<file path="config.mk">
export PLATFORM = sky130hd
export DESIGN_NAME = path_mtu_discovery_controller_flat
export DESIGN_NICKNAME = d
export VERILOG_FILES = /design/src/rtl/core/pmtud_pkg.sv /design/src/rtl/core/pmtud_chan_if.sv /design/src/rtl/core/pmtud_step.sv /design/src/rtl/core/path_mtu_discovery_controller.sv /design/src/flat_wrapper.sv
export SDC_FILE = /design/constraint.sdc
export NUM_CORES = 2
export LEC_CHECK = 0
export BUFFER_PORTS_ARGS = -buffer_cell sky130_fd_sc_hd__buf_2
export CORE_ASPECT_RATIO = 1.1
export CORE_MARGIN = 2
export CORE_UTILIZATION = 41
export CTS_CLUSTER_SIZE = 40
export DETAILED_ROUTE_END_ITERATION = 10
export GPL_TIMING_DRIVEN = 1
export PLACE_DENSITY = 0.66
export SLEW_MARGIN = 20
export SYNTH_ARGS = -nofsm -noshare
export SYNTH_HDL_FRONTEND = slang
export SYNTH_SLANG_ARGS = --single-unit
</file>
<file path="constraint.sdc">
create_clock -name clock -period 15 [get_ports clock]
set_input_delay 1.5 -clock clock [delete_from_list [all_inputs] [get_ports clock]]
set_output_delay 1.5 -clock clock [all_outputs]
set_load 0.02 [all_outputs]
</file>
<file path="src/rtl/core/pmtud_pkg.sv">
// ----------------------------------------------------------------------------
// pmtud_pkg
// Types, constants and helper functions shared by the path MTU search logic.
// ----------------------------------------------------------------------------
package pmtud_pkg;

   localparam int MtuW    = 11;
   localparam int TimeW   = 48;
   localparam int CsrIdxW = 3;
   localparam int CsrDataW = 32;

   localparam logic [MtuW-1:0] MtuMaxAbs = 11'd1500;
   localparam logic [7:0]      LossThreshold = 8'd3;
   localparam logic [15:0]     LossWindowMs  = 16'd3000;
   localparam logic [15:0]     CooldownMs    = 16'd5000;
   localparam logic [15:0]     DefaultStep    = 16'd16;
   localparam logic [15:0]     DefaultTimeout = 16'd2000;
   localparam logic [31:0]     MinInterval    = 32'd1000;

   // ladder rungs
   localparam logic [MtuW-1:0] Rung0 = 11'd1380;
   localparam logic [MtuW-1:0] Rung1 = 11'd1450;
   localparam logic [MtuW-1:0] Rung2 = 11'd1492;
   localparam logic [MtuW-1:0] Rung3 = 11'd1500;

   // register reset values
   localparam logic [MtuW-1:0] ResetFloor = 11'd576;
   localparam logic [MtuW-1:0] ResetTop   = 11'd1500;
   localparam logic [MtuW-1:0] ResetStart = 11'd1400;
   localparam logic [31:0]     ResetInterval = 32'd300000;

   typedef enum logic [CsrIdxW-1:0] {
      CSR_ENABLE   = 3'd0,
      CSR_IPV6     = 3'd1,
      CSR_FLOOR    = 3'd2,
      CSR_TOP      = 3'd3,
      CSR_START    = 3'd4,
      CSR_STEP     = 3'd5,
      CSR_TIMEOUT  = 3'd6,
      CSR_INTERVAL = 3'd7
   } csr_index_type;

   typedef enum logic [2:0] {
      FN_VALIDATED  = 3'd0,
      FN_QUERY      = 3'd1,
      FN_PROBE_SENT = 3'd2,
      FN_PROBE_ACK  = 3'd3,
      FN_PROBE_LOST = 3'd4,
      FN_TIMEOUT    = 3'd5,
      FN_DATA_ACK   = 3'd6,
      FN_DATA_LOSS  = 3'd7
   } func_type;

   typedef enum logic [1:0] {
      PH_LADDER = 2'd0,
      PH_BINARY = 2'd1,
      PH_STABLE = 2'd2
   } phase_type;

   typedef struct packed {
      logic            enable;
      logic            ipv6;
      logic [MtuW-1:0] mtu_floor;
      logic [MtuW-1:0] mtu_top;
      logic [MtuW-1:0] mtu_start;
      logic [15:0]     search_step;
      logic [15:0]     probe_timeout_ms;
      logic [31:0]     reprobe_interval_ms;
   } cfg_type;

   typedef struct packed {
      logic [MtuW-1:0]  committed_mtu;
      logic [MtuW-1:0]  ceiling_mtu;
      logic [MtuW-1:0]  window_low;
      logic [MtuW-1:0]  window_high;
      phase_type        search_phase;
      logic [TimeW-1:0] next_probe_time;
      logic [TimeW-1:0] last_big_ack_time;
      logic [TimeW-1:0] last_big_loss_time;
      logic [TimeW-1:0] cooldown_until;
      logic [7:0]       loss_streak;
      logic             probe_in_flight;
      logic [31:0]      flight_packet_number;
      logic [MtuW-1:0]  flight_mtu;
      logic [TimeW-1:0] flight_deadline;
   } state_type;

   typedef struct packed {
      logic [2:0]       func;
      logic [TimeW-1:0] now_ms;
      logic [31:0]      packet_number;
      logic [15:0]      probe_size;
      logic [15:0]      data_size;
   } item_type;

   typedef struct packed {
      logic            accepted;
      logic            probe_due;
      logic [MtuW-1:0] next_probe_mtu;
      logic [MtuW-1:0] current_mtu;
      logic [MtuW-1:0] current_payload_max;
      logic [MtuW-1:0] ceiling_payload_max;
      logic [1:0]      phase;
   } result_type;

   function automatic logic [MtuW-1:0] clamp_mtu(input logic [MtuW-1:0] v,
                                                 input logic [MtuW-1:0] lo,
                                                 input logic [MtuW-1:0] hi);
      if (v < lo) return lo;
      if (v > hi) return hi;
      return v;
   endfunction

   function automatic logic [MtuW-1:0] payload_of(input logic [MtuW-1:0] mtu,
                                                  input logic ipv6);
      logic [MtuW-1:0] ov;
      ov = ipv6 ? 11'd48 : 11'd28;
      return (mtu <= ov) ? '0 : mtu - ov;
   endfunction

   // first rung inside the window, otherwise the window low
   function automatic logic [MtuW-1:0] ladder_target(input logic [MtuW-1:0] wl,
                                                     input logic [MtuW-1:0] ceil,
                                                     input logic [MtuW-1:0] top,
                                                     input logic [MtuW-1:0] flo);
      logic [MtuW-1:0] r;
      logic [MtuW-1:0] res;
      res = wl;
      for (int i = 3; i >= 0; i--) begin
         case (i)
            0:       r = Rung0;
            1:       r = Rung1;
            2:       r = Rung2;
            default: r = Rung3;
         endcase
         if (r > wl && r <= ceil && r <= top && r >= flo) res = r;
      end
      return res;
   endfunction

   function automatic logic [MtuW-1:0] binary_target(input logic [MtuW-1:0] wl,
                                                     input logic [MtuW-1:0] wh,
                                                     input logic [15:0] step);
      logic [MtuW:0] lo;
      logic [MtuW:0] diff;
      if ({6'd0, wh} <= {6'd0, wl} + {1'b0, step}) return wl;
      lo = {1'b0, wl} + 12'd1;
      if (lo >= {1'b0, wh}) return wl;
      diff = {1'b0, wh} - lo;
      return MtuW'(lo + (diff >> 1));
   endfunction

endpackage

</file>
<file path="src/rtl/core/pmtud_chan_if.sv">
// ----------------------------------------------------------------------------
// pmtud_req_if / pmtud_rsp_if
// Valid/ready channels for events in and results out.
// ----------------------------------------------------------------------------
interface pmtud_req_if;
   logic        valid;
   logic        ready;
   logic [2:0]  func;
   logic [47:0] now_ms;
   logic [31:0] packet_number;
   logic [15:0] probe_size;
   logic [15:0] data_size;

   modport source (output valid, func, now_ms, packet_number, probe_size, data_size,
                   input ready);
   modport sink (input valid, func, now_ms, packet_number, probe_size, data_size,
                 output ready);
endinterface

interface pmtud_rsp_if;
   logic        valid;
   logic        ready;
   logic        accepted;
   logic        probe_due;
   logic [10:0] next_probe_mtu;
   logic [10:0] current_mtu;
   logic [10:0] current_payload_max;
   logic [10:0] ceiling_payload_max;
   logic [1:0]  phase;

   modport source (output valid, accepted, probe_due, next_probe_mtu, current_mtu,
                   current_payload_max, ceiling_payload_max, phase, input ready);
   modport sink (input valid, accepted, probe_due, next_probe_mtu, current_mtu,
                 current_payload_max, ceiling_payload_max, phase, output ready);
endinterface

</file>
<file path="src/rtl/core/pmtud_step.sv">
// ----------------------------------------------------------------------------
// pmtud_step
// Applies one event to the search state and forms the result of that event.
// ----------------------------------------------------------------------------
module pmtud_step (
   input  pmtud_pkg::cfg_type    cfg,
   input  pmtud_pkg::state_type  cur,
   input  pmtud_pkg::item_type   item,
   output pmtud_pkg::state_type  nxt,
   output pmtud_pkg::result_type res
);
   import pmtud_pkg::*;

   logic [MtuW-1:0]  min_sup, eff_floor, eff_top, eff_start;
   logic [15:0]      eff_step, eff_timeout;
   logic [31:0]      eff_interval;
   logic [TimeW-1:0] now;
   logic [MtuW-1:0]  cur_payload;
   logic             big_data;
   logic             step_acc;

   // effective register values
   always_comb begin
      min_sup      = cfg.ipv6 ? 11'd69 : 11'd49;
      eff_floor    = clamp_mtu(cfg.mtu_floor, min_sup, MtuMaxAbs);
      eff_top      = clamp_mtu(cfg.mtu_top, eff_floor, MtuMaxAbs);
      eff_start    = clamp_mtu(cfg.mtu_start, eff_floor, eff_top);
      eff_step     = (cfg.search_step == '0) ? DefaultStep : cfg.search_step;
      eff_timeout  = (cfg.probe_timeout_ms == '0) ? DefaultTimeout : cfg.probe_timeout_ms;
      eff_interval = (cfg.reprobe_interval_ms < MinInterval) ? MinInterval
                                                             : cfg.reprobe_interval_ms;
      now          = item.now_ms;
      cur_payload  = payload_of(cur.committed_mtu, cfg.ipv6);
      big_data     = cfg.enable &&
                     ({1'b0, item.data_size} + {1'b0, eff_step} >= {6'd0, cur_payload});
   end

   // event update
   always_comb begin
      state_type        s;
      logic             acc;
      logic [MtuW-1:0]  cp, lt, nh;
      logic [MtuW:0]    lo1;
      logic             ack_recent;
      logic             lost;
      s    = cur;
      acc  = 1'b0;
      cp   = '0;
      lt   = '0;
      nh   = '0;
      lost = 1'b0;
      lo1  = {1'b0, cur.window_low} + 12'd1;
      ack_recent = 1'b0;
      case (func_type'(item.func))
         FN_VALIDATED: begin
            s.committed_mtu      = eff_start;
            s.last_big_ack_time  = '0;
            s.last_big_loss_time = '0;
            s.cooldown_until     = '0;
            s.loss_streak        = '0;
            s.probe_in_flight    = 1'b0;
            s.flight_packet_number = '0;
            s.flight_mtu         = '0;
            s.flight_deadline    = '0;
            s.ceiling_mtu        = cfg.enable ? eff_top : eff_start;
            s.window_low         = eff_start;
            s.window_high        = s.ceiling_mtu;
            s.search_phase       = cfg.enable ? PH_LADDER : PH_STABLE;
            s.next_probe_time    = now;
            acc = 1'b1;
         end
         FN_QUERY: begin
            acc = 1'b0; // filled from probe_due by the controller
         end
         FN_PROBE_SENT: begin
            if (cfg.enable && item.packet_number != '0) begin
               // lower bound first, then ceiling
               if (item.probe_size < {4'd0, lo1}) cp = MtuW'(lo1);
               else if (item.probe_size > {5'd0, cur.ceiling_mtu}) cp = cur.ceiling_mtu;
               else cp = MtuW'(item.probe_size);
               if ({4'd0, lo1} > {5'd0, cur.ceiling_mtu} && {1'b0, cp} != lo1)
                  cp = cur.ceiling_mtu;
               if ({1'b0, cp} >= lo1 && cp > cur.window_low) begin
                  lt = ladder_target(cur.window_low, cur.ceiling_mtu, eff_top, eff_floor);
                  s.probe_in_flight = 1'b1;
                  if (cur.search_phase == PH_LADDER && (lt == cur.window_low || cp != lt))
                     s.search_phase = PH_BINARY;
                  s.flight_packet_number = item.packet_number;
                  s.flight_mtu      = cp;
                  s.flight_deadline = now + {32'd0, eff_timeout};
                  acc = 1'b1;
               end
            end
         end
         FN_PROBE_ACK: begin
            if (cur.probe_in_flight && item.packet_number == cur.flight_packet_number) begin
               if (cur.flight_mtu > cur.window_low) s.window_low = cur.flight_mtu;
               s.last_big_ack_time = now;
               s.loss_streak       = '0;
               s.probe_in_flight   = 1'b0;
               s.flight_packet_number = '0;
               s.flight_mtu        = '0;
               s.flight_deadline   = '0;
               if (s.search_phase == PH_LADDER &&
                   ladder_target(s.window_low, s.ceiling_mtu, eff_top, eff_floor)
                      <= s.window_low)
                  s.search_phase = PH_BINARY;
               if (s.window_low >= eff_top) begin
                  s.committed_mtu   = eff_top;
                  s.ceiling_mtu     = eff_top;
                  s.window_low      = eff_top;
                  s.window_high     = eff_top;
                  s.search_phase    = PH_STABLE;
                  s.next_probe_time = now + {16'd0, eff_interval};
               end else if (s.search_phase == PH_BINARY &&
                            {6'd0, s.window_high} <=
                            {6'd0, s.window_low} + {1'b0, eff_step}) begin
                  s.committed_mtu   = s.window_low;
                  s.ceiling_mtu     = s.window_low;
                  s.search_phase    = PH_STABLE;
                  s.next_probe_time = now + {16'd0, eff_interval};
               end else begin
                  s.next_probe_time = now + 48'd1;
               end
               acc = 1'b1;
            end
         end
         FN_PROBE_LOST: begin
            lost = cur.probe_in_flight && item.packet_number == cur.flight_packet_number;
         end
         FN_TIMEOUT: begin
            lost = cur.probe_in_flight && now >= cur.flight_deadline;
         end
         FN_DATA_ACK: begin
            if (big_data) begin
               s.last_big_ack_time = now;
               s.loss_streak       = '0;
               acc = 1'b1;
            end
         end
         default: begin
            if (big_data) begin
               if (cur.last_big_loss_time == '0 ||
                   {1'b0, now} > {1'b0, cur.last_big_loss_time} + {33'd0, LossWindowMs})
                  s.loss_streak = '0;
               s.last_big_loss_time = now;
               if (s.loss_streak != 8'hFF) s.loss_streak = s.loss_streak + 8'd1;
               ack_recent = cur.last_big_ack_time != '0 &&
                            {1'b0, now} <= {1'b0, cur.last_big_ack_time} +
                                           {32'd0, eff_timeout, 1'b0};
               if (s.loss_streak >= LossThreshold && !ack_recent) begin
                  // blackhole: fall back to the floor and restart the search
                  s.committed_mtu   = eff_floor;
                  s.ceiling_mtu     = eff_top;
                  s.search_phase    = PH_LADDER;
                  s.window_low      = eff_floor;
                  s.window_high     = eff_top;
                  s.probe_in_flight = 1'b0;
                  s.flight_packet_number = '0;
                  s.flight_mtu      = '0;
                  s.flight_deadline = '0;
                  s.cooldown_until  = now + {32'd0, CooldownMs};
                  s.next_probe_time = s.cooldown_until;
                  s.loss_streak     = '0;
                  acc = 1'b1;
               end
            end
         end
      endcase

      // lost probe lowers the ceiling
      if (lost) begin
         if (cur.flight_mtu != '0) begin
            nh = cur.flight_mtu - 11'd1;
            if (nh < s.window_high) s.window_high = nh;
            if (s.window_high < s.ceiling_mtu) s.ceiling_mtu = s.window_high;
            s.search_phase = PH_BINARY;
         end
         s.probe_in_flight = 1'b0;
         s.flight_packet_number = '0;
         s.flight_mtu      = '0;
         s.flight_deadline = '0;
         if ({6'd0, s.window_high} <= {6'd0, s.window_low} + {1'b0, eff_step}) begin
            s.committed_mtu   = s.window_low;
            s.ceiling_mtu     = s.window_low;
            s.search_phase    = PH_STABLE;
            s.next_probe_time = now + {16'd0, eff_interval};
         end else begin
            s.next_probe_time = now + 48'd1;
         end
         acc = 1'b1;
      end

      nxt      = s;
      step_acc = acc;
   end

   // result from the updated state
   always_comb begin
      logic [MtuW-1:0] np, lt2, bt2;
      lt2 = ladder_target(nxt.window_low, nxt.ceiling_mtu, eff_top, eff_floor);
      bt2 = binary_target(nxt.window_low, nxt.window_high, eff_step);
      if (!cfg.enable || nxt.window_low >= nxt.ceiling_mtu) np = nxt.window_low;
      else if (nxt.search_phase == PH_LADDER) np = (lt2 > nxt.window_low) ? lt2 : bt2;
      else if (nxt.search_phase == PH_BINARY) np = bt2;
      else np = nxt.window_low;
      res.accepted  = step_acc;
      res.probe_due = cfg.enable && !nxt.probe_in_flight &&
                      now >= nxt.cooldown_until && now >= nxt.next_probe_time &&
                      np > nxt.window_low;
      res.next_probe_mtu      = np;
      res.current_mtu         = nxt.committed_mtu;
      res.current_payload_max = payload_of(nxt.committed_mtu, cfg.ipv6);
      res.ceiling_payload_max = payload_of(nxt.ceiling_mtu, cfg.ipv6);
      res.phase               = nxt.search_phase;
   end

endmodule

</file>
<file path="src/rtl/core/path_mtu_discovery_controller.sv">
// ----------------------------------------------------------------------------
// path_mtu_discovery_controller
// Packetization-layer path MTU search: ladder climb, binary search and
// blackhole fallback, one result per event.
// ----------------------------------------------------------------------------
//  channel   direction  handshake        payload
//  req_chan  in         valid/ready      func, now_ms, packet_number, sizes
//  rsp_chan  out        valid/ready      accepted, probe_due, MTUs, phase
//  csr_*     in         write enable     index 0..7, 32-bit data
//
// One event per cycle while the result sink does not stall; an event goes
// from the input register through the step logic into the result register,
// and its result is offered from there.
// Reset is synchronous and restores the registers and the search state.
// A stalled result holds the pipe; the input register still takes one event.
module path_mtu_discovery_controller (
   input  logic                              clock,
   input  logic                              reset,
   pmtud_req_if.sink                         req_chan,
   pmtud_rsp_if.source                       rsp_chan,
   input  logic                              csr_we,
   input  logic [pmtud_pkg::CsrIdxW-1:0]     csr_index,
   input  logic [pmtud_pkg::CsrDataW-1:0]    csr_wdata
);
   import pmtud_pkg::*;

   cfg_type    cfg_ff;
   state_type  state_ff, state_in;
   item_type   item_ff;
   logic       item_valid_ff;
   result_type result_ff, result_in;
   logic       rsp_valid_ff;
   logic       advance;
   func_type   item_func_q;

   // pipe control
   assign advance        = item_valid_ff && (!rsp_valid_ff || rsp_chan.ready);
   assign req_chan.ready = !item_valid_ff || advance;

   // configuration writes
   always_ff @(posedge clock) begin
      if (reset) begin
         cfg_ff.enable              <= 1'b1;
         cfg_ff.ipv6                <= 1'b0;
         cfg_ff.mtu_floor           <= ResetFloor;
         cfg_ff.mtu_top             <= ResetTop;
         cfg_ff.mtu_start           <= ResetStart;
         cfg_ff.search_step         <= DefaultStep;
         cfg_ff.probe_timeout_ms    <= DefaultTimeout;
         cfg_ff.reprobe_interval_ms <= ResetInterval;
      end else if (csr_we) begin
         case (csr_index_type'(csr_index))
            CSR_ENABLE:   cfg_ff.enable              <= csr_wdata[0];
            CSR_IPV6:     cfg_ff.ipv6                <= csr_wdata[0];
            CSR_FLOOR:    cfg_ff.mtu_floor           <= csr_wdata[MtuW-1:0];
            CSR_TOP:      cfg_ff.mtu_top             <= csr_wdata[MtuW-1:0];
            CSR_START:    cfg_ff.mtu_start           <= csr_wdata[MtuW-1:0];
            CSR_STEP:     cfg_ff.search_step         <= csr_wdata[15:0];
            CSR_TIMEOUT:  cfg_ff.probe_timeout_ms    <= csr_wdata[15:0];
            CSR_INTERVAL: cfg_ff.reprobe_interval_ms <= csr_wdata;
            default:      cfg_ff.enable              <= cfg_ff.enable;
         endcase
      end
   end

   // input register
   always_ff @(posedge clock) begin
      if (reset) begin
         item_valid_ff <= 1'b0;
      end else if (req_chan.ready) begin
         item_valid_ff <= req_chan.valid;
      end
   end

   always_ff @(posedge clock) begin
      if (req_chan.valid && req_chan.ready) begin
         item_ff.func          <= req_chan.func;
         item_ff.now_ms        <= req_chan.now_ms;
         item_ff.packet_number <= req_chan.packet_number;
         item_ff.probe_size    <= req_chan.probe_size;
         item_ff.data_size     <= req_chan.data_size;
      end
   end

   pmtud_step u_step (
      .cfg  (cfg_ff),
      .cur  (state_ff),
      .item (item_ff),
      .nxt  (state_in),
      .res  (result_in)
   );

   // search state
   always_ff @(posedge clock) begin
      if (reset) begin
         state_ff.committed_mtu        <= ResetStart;
         state_ff.ceiling_mtu          <= ResetTop;
         state_ff.window_low           <= ResetStart;
         state_ff.window_high          <= ResetTop;
         state_ff.search_phase         <= PH_LADDER;
         state_ff.next_probe_time      <= '0;
         state_ff.last_big_ack_time    <= '0;
         state_ff.last_big_loss_time   <= '0;
         state_ff.cooldown_until       <= '0;
         state_ff.loss_streak          <= '0;
         state_ff.probe_in_flight      <= 1'b0;
         state_ff.flight_packet_number <= '0;
         state_ff.flight_mtu           <= '0;
         state_ff.flight_deadline      <= '0;
      end else if (advance) begin
         state_ff <= state_in;
      end
   end

   // result register
   always_ff @(posedge clock) begin
      if (reset) begin
         rsp_valid_ff <= 1'b0;
      end else if (advance) begin
         rsp_valid_ff <= 1'b1;
      end else if (rsp_chan.ready) begin
         rsp_valid_ff <= 1'b0;
      end
   end

   always_ff @(posedge clock) begin
      if (advance) begin
         result_ff <= result_in;
      end
   end

   // function code of the event held in the result register
   always_ff @(posedge clock) begin
      if (advance) begin
         item_func_q <= func_type'(item_ff.func);
      end
   end

   assign rsp_chan.valid               = rsp_valid_ff;
   assign rsp_chan.accepted            = result_ff.accepted | (result_ff.probe_due &
                                         (item_func_q == FN_QUERY));
   assign rsp_chan.probe_due           = result_ff.probe_due;
   assign rsp_chan.next_probe_mtu      = result_ff.next_probe_mtu;
   assign rsp_chan.current_mtu         = result_ff.current_mtu;
   assign rsp_chan.current_payload_max = result_ff.current_payload_max;
   assign rsp_chan.ceiling_payload_max = result_ff.ceiling_payload_max;
   assign rsp_chan.phase               = result_ff.phase;

endmodule

</file>
<file path="src/flat_wrapper.sv">
// flat-port wrapper written by rule: the top's interface ports become plain ports
module path_mtu_discovery_controller_flat import pmtud_pkg::*;
  (clock, reset, csr_we, csr_index, csr_wdata, req_chan_valid, req_chan_func, req_chan_now_ms, req_chan_packet_number, req_chan_probe_size, req_chan_data_size, req_chan_ready, rsp_chan_valid, rsp_chan_accepted, rsp_chan_probe_due, rsp_chan_next_probe_mtu, rsp_chan_current_mtu, rsp_chan_current_payload_max, rsp_chan_ceiling_payload_max, rsp_chan_phase, rsp_chan_ready);
  pmtud_req_if req_chan_i ();
  pmtud_rsp_if rsp_chan_i ();
  input  logic clock;
  input  logic reset;
  input  logic csr_we;
  input  logic [pmtud_pkg::CsrIdxW-1:0] csr_index;
  input  logic [pmtud_pkg::CsrDataW-1:0] csr_wdata;
  input wire logic [$bits(req_chan_i.valid)-1:0] req_chan_valid;
  input wire logic [$bits(req_chan_i.func)-1:0] req_chan_func;
  input wire logic [$bits(req_chan_i.now_ms)-1:0] req_chan_now_ms;
  input wire logic [$bits(req_chan_i.packet_number)-1:0] req_chan_packet_number;
  input wire logic [$bits(req_chan_i.probe_size)-1:0] req_chan_probe_size;
  input wire logic [$bits(req_chan_i.data_size)-1:0] req_chan_data_size;
  output wire logic [$bits(req_chan_i.ready)-1:0] req_chan_ready;
  output wire logic [$bits(rsp_chan_i.valid)-1:0] rsp_chan_valid;
  output wire logic [$bits(rsp_chan_i.accepted)-1:0] rsp_chan_accepted;
  output wire logic [$bits(rsp_chan_i.probe_due)-1:0] rsp_chan_probe_due;
  output wire logic [$bits(rsp_chan_i.next_probe_mtu)-1:0] rsp_chan_next_probe_mtu;
  output wire logic [$bits(rsp_chan_i.current_mtu)-1:0] rsp_chan_current_mtu;
  output wire logic [$bits(rsp_chan_i.current_payload_max)-1:0] rsp_chan_current_payload_max;
  output wire logic [$bits(rsp_chan_i.ceiling_payload_max)-1:0] rsp_chan_ceiling_payload_max;
  output wire logic [$bits(rsp_chan_i.phase)-1:0] rsp_chan_phase;
  input wire logic [$bits(rsp_chan_i.ready)-1:0] rsp_chan_ready;
  assign req_chan_i.valid = req_chan_valid;
  assign req_chan_i.func = req_chan_func;
  assign req_chan_i.now_ms = req_chan_now_ms;
  assign req_chan_i.packet_number = req_chan_packet_number;
  assign req_chan_i.probe_size = req_chan_probe_size;
  assign req_chan_i.data_size = req_chan_data_size;
  assign req_chan_ready = req_chan_i.ready;
  assign rsp_chan_valid = rsp_chan_i.valid;
  assign rsp_chan_accepted = rsp_chan_i.accepted;
  assign rsp_chan_probe_due = rsp_chan_i.probe_due;
  assign rsp_chan_next_probe_mtu = rsp_chan_i.next_probe_mtu;
  assign rsp_chan_current_mtu = rsp_chan_i.current_mtu;
  assign rsp_chan_current_payload_max = rsp_chan_i.current_payload_max;
  assign rsp_chan_ceiling_payload_max = rsp_chan_i.ceiling_payload_max;
  assign rsp_chan_phase = rsp_chan_i.phase;
  assign rsp_chan_i.ready = rsp_chan_ready;
  path_mtu_discovery_controller u_core (.clock(clock), .reset(reset), .req_chan(req_chan_i), .rsp_chan(rsp_chan_i), .csr_we(csr_we), .csr_index(csr_index), .csr_wdata(csr_wdata));
endmodule
</file>
## Word-level counts from Yosys, hierarchy flattened

Cells that the tools add are included.

| operators by class | value |
|---|---|
| mux-type cells | 145 |
| equal/unequal tests | 27 |
| reductions and logical operators | 97 |
| add/subtract/negate cells | 18 |
| order comparisons | 82 |
| bitwise gates (word level) | 4 |

Operators by type and width:

| cell | number |
|---|---|
| $mux 11 | 74 |
| $pmux 92 s4 | 1 |
| $pmux 48 s3 | 2 |
| $mux 92 | 3 |
| $le 11x11->1 | 19 |
| $mux 196 | 1 |
| $pmux 96 s2 | 1 |
| $mux 94 | 2 |
| $mux 148 | 1 |
| $ge 48x48->1 | 3 |
| $mux 48 | 3 |
| $gt 11x11->1 | 13 |
| $mux 142 | 1 |
| $pmux 44 s3 | 1 |
| $ge 11x11->1 | 10 |
| $mux 22 | 5 |
| $mux 100 | 1 |
| $le 11x11->1 const A | 8 |
| $mux 61 | 1 |
| $mux 8 | 7 |
| $lt 11x11->1 | 5 |
| $logic_and 1x1->1 | 53 |
| $le 11x17->1 | 3 |
| $mux 50 | 1 |
| 77 further kinds | 154 |

| storage, ports and cells | value |
|---|---|
| flip-flop bits (word level) | 605 |
| output and inout bits | 50 |

## Depth between registers and ports, before layout

| depth | value |
|---|---|
| depth in word-level cells | 54 |
| gate-level depth with buffers | 101 |
| gate-level depth less buffers | 98 |

## Hierarchy

A second synthesis with hierarchy kept.

| unflattened totals | value |
|---|---|
| cell total of the unflattened synthesis | 7480 |
| area total of the unflattened synthesis | 59428.2 um^2 |

Modules (own cells, without submodules):

| module | sequential area each (um^2) | instances | area each (um^2) | cells each |
|---|---|---|---|---|
| pmtud_step | 0.0 | 1 | 35422.7 | 5376 |
| path_mtu_discovery_controller | 13773.2 | 1 | 24005.5 | 2104 |

## Least setup slack after synthesis

Ideal clock, no wire load.

| timing path | value |
|---|---|
| kind | register to register |
| from | register u_core.state_ff[151] in the netlist's numbering |
| to | register u_core.result_ff, in the netlist u_core.rsp_chan.probe_due (data pin) |
| data arrival time | 16.165 ns |
| required time | 14.735 ns |
| path buffers | 4 |
| cell stages (with the launch flop) | 99 |
| slack | -1.430 ns |
| path through | dfxtp_1 -> inv_1 -> ha_1 -> inv_1 -> o21ai_0 -> nand2_1 -> o21ai_0 -> a21boi_0 -> and3_1 -> and3_1 -> nor2b_1 -> nand2_1 -> nor2_1 -> nand3_1 -> xor2_1 -> ha_1 -> nand4_1 -> nor4_1 -> [63 not listed] -> o32a_1 -> and2_0 -> clkbuf_1 -> nor2_1 -> a21oi_1 -> o22a_1 -> ha_1 -> a21oi_1 -> nor2b_1 -> o21ai_0 -> o21ai_0 -> o21a_1 -> o21ai_0 -> nand2b_1 -> a21oi_1 -> nor2b_1 -> o21ai_0 -> nor4_1 |

RTL lines:

| what | RTL line | RTL |
|---|---|---|
| start: declaration | path_mtu_discovery_controller.sv:28 | `state_type state_ff, state_in;` |
| start signal: assignment | path_mtu_discovery_controller.sv:111 | `state_ff <= state_in;` |
| end signal: assignment | path_mtu_discovery_controller.sv:128 | `result_ff <= result_in;` |
| end: declaration | path_mtu_discovery_controller.sv:31 | `result_type result_ff, result_in;` |

==> flow_metrics.tcl <==
set metrics [dict create \
    status "complete, but fails checks" \
    violations "setup timing" \
    synth.area.top_cells "dfxtp_1 (17%), ha_1 (14%), edfxtp_1 (9.5%)" \
    leakagePower_nw 26.1 \
    drtIter0Drc 5615 \
    cts_buffers 75 \
    cts_hold_buf 0 \
    layout-drive-gt1-share_pct 19.4 \
    fp-row-count 138 \
    cts_root_buf "clkbuf_16" \
    tightestPinTransition_ns 1.16 \
    path_class "reg -> reg" \
    slew_headroom_pct 22.7 \
    seq_area_frac_synth_pct 26.1 \
    skew_ns 0.0698 \
    path_common_cell "o21ai_1" \
    use_met2_pct 54.5 \
    netlist_area_mm2 0.0527 \
    max_freq_ghz 0.0642 \
    insertion_delay_ns 0.74 \
    period_needed_ns 15.58 \
    clockBufferDepth 3 \
    postRouteWirelength_mm 229 \
    min_period_over_period_pct 104 \
    place.detailed.hpwl_mm 172 \
    nets 8196 \
    io_pins 205 \
    ys_ff_latch 605 \
    syn_to_final_growth_pct 21.3 \
    crit_path_end_kind "flip-flop" \
    grt_pass1_wl_mm 340 \
    viasPerCell 6.12 \
    startpoint_type "flip-flop" \
    totalPowerFinal_mw 6.03 \
    synth_top_area_share_pct 16.7 \
    clk_pin_slew_ns 0.06 \
    crit_arrival_ns 16.01 \
    rsz0062_at_grt "yes" \
    final_util_pct 49.9 \
    synth_warnings 0 \
    syn_inst 6745 \
    yosys.area.top_type "dfxtp_1" \
    final_cell_mix "buf_4 (826), nand2_1 (729), nor2_1 (632)" \
    worst_path_max_delay_cell "or4_4" \
    async_reset_ff_share_pct 0 \
    vdd_drop_max_uv 98.1 \
    setup-violations-final 1 \
    dieArea_mm2 0.131 \
    grt.total_usage_pct 33.7 \
    synthDistinctLibCells 114 \
    cts_sinks 605 \
    wire_per_inst_um 24.9 \
    via_count 56200 \
    hold_path.class "reg -> reg" \
    cp_slowest_stage_delay_ns 0.55 \
    cp.required_ns 15.43 \
    tritoncts "yes" \
    io_buffers 204 \
    route.detailed.drc 0 \
    gp_congestion 1.09 \
    crit_buf_inv 7 \
    dp_slack_ns -0.920 \
    grt_pass1_vias 54900 \
    ys.flop_type "dfxtp_1" \
    maxCapViolCount 0 \
    die_w_um 346 \
    hold_viol_final 0 \
    critPathTopFamily "compound AO/OA/AOI/OAI gates" \
    power.density_mw_per_mm2 94.3 \
    fp.dieH_um 380 \
    final_antenna_net_count 0 \
    slew_viol_final 0 \
    setup_tns_ns -0.581 \
    synth_edf_count 166 \
    synth.avg_cell_area_um2 7.82 \
    grt_use_met3_pct 7.60 \
    busiest_layer "met2" \
    layout_commonest_cell "buf_4" \
    coreArea_mm2 0.128 \
    start_util_pct 41.2 \
    grt_antenna_before_repair 8 \
    grt_util_met1_pct 38.4 \
    grt_max_degree 86 \
    dr.pass1.iters 6 \
    cts_max_level 3 \
    fin_ws_ns -0.581 \
    grt_overflow 0 \
    syn-num-nets 7514 \
    worstPathMaxFanout 5 \
]
==> layout make-up <==
cell class / instances / area [um^2]
Inverter: 267 / 1010
Antenna cell: 6 / 15.0
Tap cell: 1680 / 2100
Clock buffer: 109 / 2230
Timing Repair Buffer: 1047 / 7450
Multi-Input combinational cell: 5431 / 37100
Clock inverter: 30 / 254
Fill cell: 12400 / 64200
Sequential cell: 605 / 13800
==> cells by family (layout without fill, tap and decap cells) <==
group	after synthesis	count (layout)	share of synthesized area [%]
xor+xnor	377	377	6.26
simple gates	2416	2416	21.6
flops	605	605	26.1
other cells	0	6	0
buf+inv	709	1453	5.46
fa+ha+maj	614	614	14.7
mux	80	80	1.56
compound gates	1944	1944	24.3
==> timing repair <==
| action | CTS | global route |
|---|---|---|
| pin swaps | 45 | 85 |
| buffers inserted | 19 | 24 |
| resized for setup | 53 | 114 |
| endpoints found under the setup margin | 1 | 12 |
==> worst register-to-register path: cells and delay by family (launching register included) <==
family / cells / cell delay (ns)
compound gates: 41 / 6.41
simple gates: 39 / 5.48
fa+ha+maj: 7 / 1.74
buf+inv: 7 / 0.84
flops: 1 / 0.37
xor+xnor: 2 / 0.30
mux: 1 / 0.19
==> layer usage <==
metal | vias to the layer above | part of all wire (%)
li1 | 26000 | -
met1 | 26700 | 37
met2 | 2644 | 45
met3 | 845 | 8.5
met4 | 6 | 9.3
met5 | - | 0.018
==> state kept, by name (all words and copies together), names as in the netlist <==
signal and flops:
u_core.state_ff 338, u_core.item_ff 115, u_core.cfg_ff 99, u_core.rsp_chan.ceiling_payload_max 11, u_core.rsp_chan.current_mtu 11, u_core.rsp_chan.current_payload_max 11
u_core.rsp_chan.next_probe_mtu 11, u_core.item_func_q 3, u_core.rsp_chan.phase 2, u_core.item_valid_ff 1, u_core.result_ff 1, u_core.rsp_chan.probe_due 1
u_core.rsp_chan.valid 1
==> report_power, final <==
part	internal [mW]	switching, mW
sequential	1.76	0.0597
clock	1.07	0.795
combinational	0.971	1.38
total	3.80	2.23
==> cell usage after synthesis (113+ instances only) <==
cell and number:
nand2_1 740, nor2_1 648, ha_1 603, a21oi_1 599
dfxtp_1 439, clkbuf_1 343, o21ai_0 315, nand3_1 263
inv_1 253, xnor2_1 232, edfxtp_1 166, nor3_1 151
a21o_1 147, xor2_1 145, nand4_1 124, a211oi_1 113
==> worst paths after layout <==
kind / from / end / slack [ns] / cells past startpoint
worst min register to register: u_core.cfg_ff[0] / u_core.cfg_ff[0] / 0.45 / 2
worst max register to register: u_core.state_ff[151] / u_core.rsp_chan.probe_due / -0.58 / 97
worst max-delay path: u_core.state_ff[151] / u_core.rsp_chan.probe_due / -0.58 / 97
worst min-delay path: u_core.cfg_ff[0] / u_core.cfg_ff[0] / 0.45 / 2
==> metrics by stage <==
step / cell area, um^2 / instances / hold slack, ns
after CTS: 63200 / 9144 / 0.454
after floorplan: 53000 / 6745 / 0.424
after global placement: 60400 / 8986 / 0.442
final: 64000 / 9175 / 0.454
after global routing: 63900 / 9170 / 0.477
after detailed placement: 60400 / 8986 / 0.445
(Power assumes the default switching activity.)
